<file path="src/design/twg_pkg.sv">
// Shared types and constants for the tearing-effect write gate.
`timescale 1ns / 1ps
`default_nettype none
package twg_pkg;

  // Input operation codes
  typedef enum logic [2:0] {
    OP_TICK   = 3'd0,
    OP_EDGE   = 3'd1,
    OP_RENDER = 3'd2,
    OP_STRIP  = 3'd3,
    OP_REPORT = 3'd4
  } op_t;

  // Strip release reasons
  localparam logic [1:0] RSN_UNGATED = 2'd0;
  localparam logic [1:0] RSN_FRESH   = 2'd1;
  localparam logic [1:0] RSN_EDGE    = 2'd2;
  localparam logic [1:0] RSN_TIMEOUT = 2'd3;

  // Result kinds
  localparam logic KIND_STRIP  = 1'b0;
  localparam logic KIND_REPORT = 1'b1;

  // Configuration register indexes
  localparam logic [1:0] REG_GATE_ENABLE = 2'd0;
  localparam logic [1:0] REG_FRESH_WIN   = 2'd1;
  localparam logic [1:0] REG_WAIT_TMO    = 2'd2;
  localparam logic [1:0] REG_GIVEUP      = 2'd3;

  // Configuration reset values
  localparam logic [15:0] FRESH_WIN_RST = 16'd2000;
  localparam logic [19:0] WAIT_TMO_RST  = 20'd25000;
  localparam logic [7:0]  GIVEUP_RST    = 8'd8;

  localparam int unsigned CFG_DATA_W = 20;

  // One result on its way through the divide stages
  typedef struct packed {
    logic        kind;
    logic [1:0]  reason;
    logic        live;
    logic [15:0] waits;
    logic [15:0] timeouts;
    logic        sum_ok;
    logic [31:0] sum;
  } twg_res_t;

  // Finished result as it leaves the block
  typedef struct packed {
    logic        kind;
    logic [1:0]  reason;
    logic        live;
    logic [15:0] waits;
    logic [15:0] timeouts;
    logic [31:0] period;
  } twg_out_t;

endpackage
`default_nettype wire

</file>
<file path="src/design/twg_core.sv">
// Input register, gate state and configuration registers of the write gate.
`timescale 1ns / 1ps
`default_nettype none
module twg_core #(
  parameter int unsigned PROBE_EDGES = 120
) (
  input  wire logic                               clk,
  input  wire logic                               rst_n,
  input  wire logic                               adv,
  input  wire logic                               in_valid,
  input  wire logic [2:0]                         in_op,
  input  wire logic [31:0]                        in_now,
  input  wire logic                               cfg_we,
  input  wire logic [1:0]                         cfg_addr,
  input  wire logic [twg_pkg::CFG_DATA_W-1:0]     cfg_wdata,
  output logic                                    res_valid,
  output twg_pkg::twg_res_t                       res
);
  import twg_pkg::*;

  localparam logic [6:0] PROBE_N = 7'(PROBE_EDGES);

  // Configuration registers
  logic        gate_en_r;
  logic [15:0] fresh_r;
  logic [19:0] tmo_r;
  logic [7:0]  giveup_r;

  // Input register
  logic        s0_valid_r;
  logic [2:0]  op_r;
  logic [31:0] now_r;

  // Gate state
  logic        nlo_r, nlo_nxt;
  logic        seen_r, seen_nxt;
  logic [31:0] last_r, last_nxt;
  logic [31:0] sum_r, sum_nxt;
  logic [6:0]  filled_r, filled_nxt;
  logic        armed_r, armed_nxt;
  logic        pend_r, pend_nxt;
  logic [31:0] wstart_r, wstart_nxt;
  logic [7:0]  miss_r, miss_nxt;
  logic [15:0] waits_r, waits_nxt;
  logic [15:0] tmos_r, tmos_nxt;

  // Result register
  logic        s1_valid_r;
  twg_res_t    s1_r;
  logic        emit;
  twg_res_t    res_nxt;

  logic        step;
  logic [31:0] age_wait;
  logic [31:0] age_edge;
  logic        timed_out;
  logic        fresh_edge;
  logic [7:0]  miss_inc;

  assign step       = adv && s0_valid_r;
  assign age_wait   = now_r - wstart_r;
  assign age_edge   = now_r - last_r;
  assign timed_out  = pend_r && (age_wait >= {12'd0, tmo_r});
  assign fresh_edge = seen_r && (age_edge < {16'd0, fresh_r});
  assign miss_inc   = (miss_r < giveup_r) ? miss_r + 8'd1 : miss_r;

  // Next state and result for the item in the input register
  always_comb begin
    nlo_nxt    = nlo_r;
    seen_nxt   = seen_r;
    last_nxt   = last_r;
    sum_nxt    = sum_r;
    filled_nxt = filled_r;
    armed_nxt  = armed_r;
    pend_nxt   = pend_r;
    wstart_nxt = wstart_r;
    miss_nxt   = miss_r;
    waits_nxt  = waits_r;
    tmos_nxt   = tmos_r;
    emit       = 1'b0;
    res_nxt    = '0;
    if (step) begin
      unique case (op_r)
        OP_TICK: begin
          if (timed_out) begin
            pend_nxt = 1'b0;
            tmos_nxt = (tmos_r != 16'hFFFF) ? tmos_r + 16'd1 : tmos_r;
            miss_nxt = miss_inc;
            if (miss_inc >= giveup_r) nlo_nxt = 1'b0;
            emit = 1'b1;
            res_nxt.reason = RSN_TIMEOUT;
          end
        end
        OP_EDGE: begin
          if (seen_r && (filled_r < PROBE_N)) begin
            sum_nxt    = sum_r + age_edge;
            filled_nxt = filled_r + 7'd1;
          end
          last_nxt = now_r;
          seen_nxt = 1'b1;
          if (timed_out) begin
            pend_nxt = 1'b0;
            tmos_nxt = (tmos_r != 16'hFFFF) ? tmos_r + 16'd1 : tmos_r;
            miss_nxt = miss_inc;
            if (miss_inc >= giveup_r) nlo_nxt = 1'b0;
            emit = 1'b1;
            res_nxt.reason = RSN_TIMEOUT;
          end else if (pend_r) begin
            pend_nxt = 1'b0;
            miss_nxt = 8'd0;
            emit = 1'b1;
            res_nxt.reason = RSN_EDGE;
          end
        end
        OP_RENDER: begin
          armed_nxt = 1'b1;
        end
        OP_STRIP: begin
          if (!pend_r) begin
            armed_nxt = 1'b0;
            if (!armed_r || !(gate_en_r && nlo_r)) begin
              emit = 1'b1;
              res_nxt.reason = RSN_UNGATED;
            end else begin
              waits_nxt = (waits_r != 16'hFFFF) ? waits_r + 16'd1 : waits_r;
              if (fresh_edge) begin
                miss_nxt = 8'd0;
                emit = 1'b1;
                res_nxt.reason = RSN_FRESH;
              end else begin
                pend_nxt   = 1'b1;
                wstart_nxt = now_r;
              end
            end
          end
        end
        OP_REPORT: begin
          emit = 1'b1;
          res_nxt.kind     = KIND_REPORT;
          res_nxt.waits    = waits_r;
          res_nxt.timeouts = tmos_r;
          res_nxt.sum_ok   = (filled_r >= PROBE_N);
          res_nxt.sum      = sum_r;
          waits_nxt = 16'd0;
          tmos_nxt  = 16'd0;
        end
        default: begin
        end
      endcase
    end
    // Gating status as it stands after the item
    res_nxt.live = gate_en_r && nlo_nxt;
  end

  // Configuration writes
  always_ff @(posedge clk) begin
    if (!rst_n) begin
      gate_en_r <= 1'b0;
      fresh_r   <= FRESH_WIN_RST;
      tmo_r     <= WAIT_TMO_RST;
      giveup_r  <= GIVEUP_RST;
    end else if (cfg_we) begin
      unique case (cfg_addr)
        REG_GATE_ENABLE: gate_en_r <= cfg_wdata[0];
        REG_FRESH_WIN:   fresh_r   <= cfg_wdata[15:0];
        REG_WAIT_TMO:    tmo_r     <= cfg_wdata[19:0];
        REG_GIVEUP:      giveup_r  <= cfg_wdata[7:0];
        default: begin
        end
      endcase
    end
  end

  // Input register, state and result register
  always_ff @(posedge clk) begin
    if (!rst_n) begin
      s0_valid_r <= 1'b0;
      s1_valid_r <= 1'b0;
      nlo_r      <= 1'b1;
      seen_r     <= 1'b0;
      last_r     <= 32'd0;
      sum_r      <= 32'd0;
      filled_r   <= 7'd0;
      armed_r    <= 1'b0;
      pend_r     <= 1'b0;
      wstart_r   <= 32'd0;
      miss_r     <= 8'd0;
      waits_r    <= 16'd0;
      tmos_r     <= 16'd0;
    end else begin
      nlo_r    <= nlo_nxt;
      seen_r   <= seen_nxt;
      last_r   <= last_nxt;
      sum_r    <= sum_nxt;
      filled_r <= filled_nxt;
      armed_r  <= armed_nxt;
      pend_r   <= pend_nxt;
      wstart_r <= wstart_nxt;
      miss_r   <= miss_nxt;
      waits_r  <= waits_nxt;
      tmos_r   <= tmos_nxt;
      if (adv) begin
        s0_valid_r <= in_valid;
        s1_valid_r <= emit;
      end
    end
  end

  // Payload registers
  always_ff @(posedge clk) begin
    if (adv) begin
      op_r  <= in_op;
      now_r <= in_now;
      s1_r  <= res_nxt;
    end
  end

  assign res_valid = s1_valid_r;
  assign res       = s1_r;

endmodule
`default_nettype wire

</file>
<file path="src/design/twg_div.sv">
// Two-stage constant divide of the probe sum, ending in the output register.
`timescale 1ns / 1ps
`default_nettype none
module twg_div #(
  parameter int unsigned PROBE_EDGES = 120
) (
  input  wire logic               clk,
  input  wire logic               rst_n,
  input  wire logic               adv,
  input  wire logic               res_valid,
  input  wire twg_pkg::twg_res_t  res,
  output logic                    out_valid,
  output twg_pkg::twg_out_t       out
);
  import twg_pkg::*;

  // Reciprocal scaled so that it fits 32 bits; the estimate is low by at most one
  localparam int unsigned SH = 31 + $clog2(PROBE_EDGES);
  localparam logic [63:0] RECIP_W = (64'd1 << SH) / 64'(PROBE_EDGES);
  localparam logic [31:0] RECIP = RECIP_W[31:0];
  localparam logic [31:0] DIV_N = 32'(PROBE_EDGES);

  logic        s2_valid_r;
  twg_res_t    s2_r;
  logic [31:0] q0_r;
  logic [63:0] prod;

  logic        o_valid_r;
  twg_out_t    o_r;
  twg_out_t    o_nxt;
  logic [31:0] rem;
  logic [31:0] quot;

  // Multiply by the reciprocal
  assign prod = {32'd0, res.sum} * {32'd0, RECIP};

  // Remainder correction
  always_comb begin
    rem  = s2_r.sum - 32'(q0_r * DIV_N);
    quot = (rem >= DIV_N) ? q0_r + 32'd1 : q0_r;
    o_nxt.kind     = s2_r.kind;
    o_nxt.reason   = s2_r.reason;
    o_nxt.live     = s2_r.live;
    o_nxt.waits    = s2_r.waits;
    o_nxt.timeouts = s2_r.timeouts;
    o_nxt.period   = s2_r.sum_ok ? quot : 32'd0;
  end

  // Valid flags
  always_ff @(posedge clk) begin
    if (!rst_n) begin
      s2_valid_r <= 1'b0;
      o_valid_r  <= 1'b0;
    end else if (adv) begin
      s2_valid_r <= res_valid;
      o_valid_r  <= s2_valid_r;
    end
  end

  // Payload registers
  always_ff @(posedge clk) begin
    if (adv) begin
      s2_r <= res;
      q0_r <= 32'(prod >> SH);
      o_r  <= o_nxt;
    end
  end

  assign out_valid = o_valid_r;
  assign out       = o_r;

endmodule
`default_nettype wire

</file>
<file path="src/design/tearing_effect_write_gate.sv">
// Top level of the tearing-effect write gate.
`timescale 1ns / 1ps
`default_nettype none
// Takes one transaction in every cycle while the output is not stalled. Its result, if
// any, is offered on the output after the gate state update into the result register,
// the reciprocal multiply and the remainder correction into the output register. The
// pipeline moves as one: in_tready is high
// whenever the output register is empty or being taken, so a stalled output holds the
// input side. Strip transactions carry the release reason; window reports carry the
// wait and timeout counts, which they clear, and the mean TE period over the first
// PROBE_EDGES edge intervals (0 until that many intervals are in). Configuration is
// written through cfg_we/cfg_addr/cfg_wdata and takes effect on the next cycle.
module tearing_effect_write_gate #(
  parameter int unsigned PROBE_EDGES = 120
) (
  input  wire logic                           clk,
  input  wire logic                           rst_n,
  input  wire logic                           in_tvalid,
  output logic                                in_tready,
  input  wire logic [31:0]                    in_tdata,  // now_us
  input  wire logic [2:0]                     in_tuser,  // op
  output logic                                out_tvalid,
  input  wire logic                           out_tready,
  // reason[1:0], gating_live, window_waits[15:0], window_timeouts[15:0], period_us[31:0]
  output logic [71:0]                         out_tdata,
  output logic                                out_tuser, // kind
  input  wire logic                           cfg_we,
  input  wire logic [1:0]                     cfg_addr,
  input  wire logic [twg_pkg::CFG_DATA_W-1:0] cfg_wdata
);
  import twg_pkg::*;

  logic     adv;
  logic     res_valid;
  twg_res_t res;
  twg_out_t out;

  // Whole pipeline advances when the output register can take a new value
  assign adv       = !out_tvalid || out_tready;
  assign in_tready = adv;

  twg_core #(.PROBE_EDGES(PROBE_EDGES)) u_core (
    .clk       (clk),
    .rst_n     (rst_n),
    .adv       (adv),
    .in_valid  (in_tvalid),
    .in_op     (in_tuser),
    .in_now    (in_tdata),
    .cfg_we    (cfg_we),
    .cfg_addr  (cfg_addr),
    .cfg_wdata (cfg_wdata),
    .res_valid (res_valid),
    .res       (res)
  );

  twg_div #(.PROBE_EDGES(PROBE_EDGES)) u_div (
    .clk       (clk),
    .rst_n     (rst_n),
    .adv       (adv),
    .res_valid (res_valid),
    .res       (res),
    .out_valid (out_tvalid),
    .out       (out)
  );

  // Output packing
  assign out_tuser = out.kind;
  assign out_tdata = {5'd0, out.period, out.timeouts, out.waits, out.live, out.reason};

endmodule
`default_nettype wire

</file>
<file path="config.mk">
export PLATFORM = sky130hd
export DESIGN_NAME = tearing_effect_write_gate
export DESIGN_NICKNAME = d
export VERILOG_FILES = /design/src/design/twg_pkg.sv /design/src/design/twg_core.sv /design/src/design/twg_div.sv /design/src/design/tearing_effect_write_gate.sv
export SDC_FILE = /design/constraint.sdc
export NUM_CORES = 2
export LEC_CHECK = 0
export BUFFER_PORTS_ARGS = -buffer_cell sky130_fd_sc_hd__buf_2
export CAP_MARGIN = 20
export CORE_ASPECT_RATIO = 1.5
export CORE_UTILIZATION = 69
export DETAILED_ROUTE_END_ITERATION = 10
export PLACE_DENSITY = 0.95
export SETUP_SLACK_MARGIN = 0.5
export SYNTH_ARGS = -nofsm -noshare
export SYNTH_HDL_FRONTEND = slang
export SYNTH_SLANG_ARGS = --single-unit
</file>
<file path="constraint.sdc">
create_clock -name clk -period 22.6 [get_ports clk]
set_clock_uncertainty 0.2 [all_clocks]
set_input_delay 2.26 -clock clk [delete_from_list [all_inputs] [get_ports clk]]
set_output_delay 2.26 -clock clk [all_outputs]
set_load 0.02 [all_outputs]
</file>
* Word level (Yosys, flattened, before mapping)
Index checks and enable logic that the tools add are counted.
Word-level totals: memories kept 0, flip-flop bits (word level) 458, bits in writable memories 0, latch bits 0, output and inout bits 75, ROM bits 0, input port bits 62
Cells by class: $lt $le $gt $ge 7, bitwise logic cells 3, $add $sub $neg 9, multipliers 2, divide/modulo/power cells 0, shift operators 0, reduce and logical (&&, ||, !) cells 32, equality and inequality tests 17, muxes and demuxes 43
Operator list (number):
- $sub 32x32->32 | 3
- $mux 16 | 5
- $pmux 16 s2 | 2
- $mul 32x29->61 const B | 1
- $mux 8 | 7
- $add 16x1->16 const B | 2
- $add 32x32->32 | 1
- $ge 32x20->1 | 1
- $ge 32x7->1 const B | 1
- $lt 32x16->1 | 1
- $ne 16x16->1 const B | 2
- $mul 26x4->29 const B | 1
- $add 26x1->27 const B | 1
- $mux 26 | 1
- $pmux 8 s3 | 1
- $mux 1 | 18
- $reduce_and 2->1 | 7
- $mux 2 | 5
- $ne 2x1->1 const B | 5
- $reduce_and 5->1 | 2
- $reduce_and 3->1 | 3
- $add 8x1->8 const B | 1
- $ge 8x8->1 | 1
- $lt 8x8->1 | 1
- 25 further kinds | 40

* Longest topological paths before layout
depth after elaboration 8, mapped depth 29

* Hierarchy
From an unflattened synthesis, not the netlist that was laid out.
Unflattened totals: cells, all modules 3723, area total of the unflattened synthesis 35795.6 µm²
Modules (own cells, without submodules):
- twg_div | cells each 1648, area an instance 18061.1 µm², sequential area each 4694.5 µm², times used 1
- twg_core | cells each 2068, area an instance 17687.0 µm², sequential area each 7006.7 µm², times used 1
- tearing_effect_write_gate | cells each 7, area an instance 47.5 µm², sequential area each 0.0 µm², times used 1

* Worst setup path before layout
Ideal clock, no wire load.
kind in2reg, start input out_tready, end register u_core.sum_r[31], arrival 12.129 ns, setup slack 10.200 ns, buffers on the path 2, required time 22.328 ns, stages 10, path through nand2b_1 > clkbuf_1 > nand2_1 > nor2_1 > and3_1 > clkbuf_1 > nand3_1 > or4b_2 > o21ai_0 > mux2i_1
On the way: longest elaborated chain between the ends 3
RTL lines:
- start: declaration | RTL line tearing_effect_write_gate.sv:23 | input wire logic out_tready,
- $logic_or 1x1->1 | RTL line tearing_effect_write_gate.sv:39 | assign adv = !out_tvalid || out_tready;
- named net in_tready | RTL line tearing_effect_write_gate.sv:19 | output logic in_tready,
- $logic_and 1x1->1 | RTL line twg_core.sv:60 | assign step = adv && s0_valid_r;
- $reduce_and 3->1 (no source line)
- end signal: assignment | RTL line twg_core.sv:194 | sum_r <= sum_nxt;
- end: declaration | RTL line twg_core.sv:38 | logic [31:0] sum_r, sum_nxt;
The timed path passes the listed nets, and every way through them passes these cells. A chain may end at the register's enable or synchronous reset.

* Worst setup path in the final report
start register u_div.q0_r[4], end register u_div.o_r (netlist bit u_div.out[4]) (data pin)
On the way: longest elaborated chain between the ends 4
RTL lines:
- start: declaration | RTL line twg_div.sv:25 | logic [31:0] q0_r;
- start signal: assignment | RTL line twg_div.sv:64 | q0_r <= 32'(prod >> SH);
- $mul 26x4->29 | RTL line twg_div.sv:39 | rem = s2_r.sum - 32'(q0_r * DIV_N);
- $sub 32x32->32 | RTL line twg_div.sv:39
- $ge 32x7->1 | RTL line twg_div.sv:40 | quot = (rem >= DIV_N) ? q0_r + 32'd1 : q0_r;
- $mux 26 (*) | RTL line twg_div.sv:40
- end signal: assignment | RTL line twg_div.sv:65 | o_r <= o_nxt;
- end: declaration | RTL line twg_div.sv:29 | twg_out_t o_r;
Mark *: on every way between the ends. The rest lies on a longest branch, timed or not.

==> flow_metrics.tcl <==
set metrics [dict create \
    outcome "finished, final reports clean" \
    synthArstFlopShare_pct 0 \
    cp-endpoint "u_div.out[4]$_SDFFCE_PN0N_" \
    grt_pass1_wl_mm 155 \
    wl_mm 98.7 \
    regToRegSetupSlack_ps 14090 \
    gp_congestion 1.03 \
    clockRootBuffer "clkbuf_16" \
    cts_num_sinks 455 \
    power_density_nw_per_um2 51.4 \
    die_w_um 189 \
    wl_per_cell_um 21.6 \
    top_usage_layer "met2" \
    maxCapViolCount 0 \
    grt_pass1_vias 30500 \
    end_kind "register" \
    clk_pin_slew_ps 60 \
    finalCritPeriodShare_pct 37.6 \
    synth.distinct_cells 105 \
    synthTopCellsByArea "edfxtp_1, ha_1, dfxtp_1" \
    crit_slowest_cell "and4_1" \
    peakVddDrop_v 0.0000804 \
    holdPathStages 0 \
    cp.required_ps 22780 \
    ios 137 \
    critical_path.startpoint "u_div.q0_r[4]$_DFFE_PN_" \
    die_area_um2 53600 \
    drt_iter0_markers 1947 \
    yosysSeqAreaShare_pct 32.2 \
    syn_area_um2 36300 \
    grt_max_degree 92 \
    route.detailed.drc 0 \
    tightest_slew_ps 1080 \
    yosys-top-cells-count "ha_1, inv_1, nand2_1, a21oi_1, edfxtp_1" \
    timing.rr.start "u_div.q0_r[4]$_DFFE_PN_" \
    syn2layout_area_growth_pct 7.27 \
    cts_max_level 2 \
    syn_area_per_cell_um2 9.63 \
    place_inst 4480 \
    p_leak_nw 18.6 \
    timing.hold.ws_ps 217 \
    io_buffers 126 \
    r2r_cells 28 \
    drive_gt1_share_pct 6.94 \
    yosys.area.top_type_share_pct 21.4 \
    synthFlopType "edfxtp_1" \
    fin_nets 4571 \
    insertion_delay_ps 620 \
    maxSlewHeadroom_pct 27.7 \
    fin_util_pct 75.2 \
    drt-pass1-iter-count 6 \
    worst-path-max-fanout 20 \
    grt_antenna_before_repair 1 \
    crit_arrival_ps 8690 \
    cts_setup_buffers 0 \
    num_rows 102 \
    coreArea_um2 51800 \
    finalHoldViolCount 0 \
    clock_path_buffers 3 \
    rr_endpoint "u_div.out[4]$_SDFFCE_PN0N_" \
    vias 29300 \
    yosysWarnings 0 \
    fin_crit_ps 8510 \
    crit_path_max_incr_delay_ps 850 \
    critPathKind "register to register" \
    antennaDiodeCount 0 \
    hold_buffers 0 \
    maxSlewViolCount 0 \
    grt_use_met2_pct 66.8 \
    fin_cells 4564 \
    hpwl_mm 74.7 \
    synth_edf_count 259 \
    fmax_mhz 118 \
    synth_top_area_cell "edfxtp_1" \
    track_usage_pct 37.1 \
    n_fill_cell 3411 \
    setup_viol 0 \
    ctsResizeCount 0 \
    die_h_um 283 \
    tns_ps 0 \
    cts-buffers-inserted 45 \
    gr-total-overflow 0 \
    rsz0062_at_grt "false" \
    crit_top_cell "a21oi_1" \
    met1_usage_pct 35.7 \
    viasPerCell 6.41 \
    synthMostInstantiatedCell "ha_1" \
    start_util_pct 70.1 \
    ant_nets 0 \
    ys_seq_elements 455 \
    min_path_type "register to register" \
    cts_tree "yes" \
    start_kind "register" \
    grt_use_met3_pct 6.75 \
    synthCells 3774 \
]
sequential cells by signal, summed over array words and instances, names as in the netlist, 3 cells and up:
register and cells:
u_core.filled_r 7, u_core.fresh_r 16, u_core.giveup_r 8, u_core.last_r 32
u_core.miss_r 8, u_core.now_r 32, u_core.op_r 3, u_core.res 69
u_core.sum_r 32, u_core.tmo_r 20, u_core.tmos_r 16, u_core.waits_r 16
u_core.wstart_r 32, u_div.o_nxt 36, u_div.out 63, u_div.q0_r 26
u_div.s2_r 30
report_power, final:
part	switching (mW)	internal (mW)	total, mW
Combinational	0.199	0.118	0.317
Clock	0.340	0.454	0.794
Sequential	0.0109	0.880	0.891
worst min path at each step:
stage / start / endpoint / slack, ps
after detailed placement: u_core.res[41]$_SDFFCE_PN0N_ / u_div.o_nxt[40]$_DFFE_PN_ / 200
after global placement: u_core.res[40]$_SDFFCE_PN0N_ / u_div.o_nxt[39]$_DFFE_PN_ / 200
final: u_core.res[56]$_SDFFCE_PN0N_ / u_div.o_nxt[55]$_DFFE_PN_ / 220
after CTS: u_core.res[56]$_SDFFCE_PN0N_ / u_div.o_nxt[55]$_DFFE_PN_ / 210
after global routing: u_div.o_nxt[46]$_DFFE_PN_ / u_div.out[46]$_DFFE_PN_ / 220
after floorplan: u_core.res[33]$_SDFFCE_PN0N_ / u_div.o_nxt[32]$_DFFE_PN_ / 200
worst max-delay path: cells and delay by family, from the launching register on:
kind / cells / cell delay (ps)
AND/OR/NAND/NOR: 9 / 2710
adder cells (fa/ha/maj): 4 / 1680
AO/OA/AOI/OAI: 12 / 2800
XOR/XNOR: 1 / 140
buffers and inverters: 2 / 350
flip-flops: 1 / 420
final cells by class:
cell class	instances	area [um2]	share of cell area, %
Inverter	446	1680	4.30
Sequential cell	455	11700	30.0
Tap cell	676	846	2.17
Clock buffer	60	1220	3.14
Multi-Input combinational cell	2757	22400	57.5
Timing Repair Buffer	146	781	2.00
Clock inverter	24	322	0.825
stage by stage:
stage,setup slack (ps),instance area [um2],total power [mW]
6_report,14090,39000,2.00
5_1_grt,13450,39000,2.06
4_1_cts,14320,39000,2.00
3_5_place_dp,14410,37400,1.21
3_3_place_gp,14620,37400,1.20
2_1_floorplan,10200,36400,1.13
cell families after synthesis:
group,Yosys count,share of synthesized area (%)
AND/OR/NAND/NOR,1007,13.7
AO/OA/AOI/OAI,863,15.6
adder cells (fa/ha/maj),658,26.7
buffers and inverters,571,6.19
flip-flops,455,32.2
XOR/XNOR,140,3.38
multiplexers,79,2.18
other,1,0.0103
metal layers:
metal | vias up | routed length, um
met5 | - | 17
met4 | 2 | 9980
met3 | 541 | 5660
met2 | 1268 | 50500
met1 | 14000 | 32600
li1 | 13500 | -
cell usage in the layout, fill, tap and decap left out, types with 45 or more instances in the layout:
cell type / n
xnor2_1: 80
xor2_1: 60
fa_1: 194
edfxtp_1: 259
ha_1: 464
a21o_1: 93
and3_1: 100
nand3_1: 67
clkbuf_16: 45
nand4_1: 47
inv_1: 444
nor2_1: 176
a21oi_1: 291
mux2i_1: 77
buf_2: 126
dfxtp_1: 196
nand2_1: 377
o21ai_0: 125
Note: power is estimated with default switching activity, not from simulation.
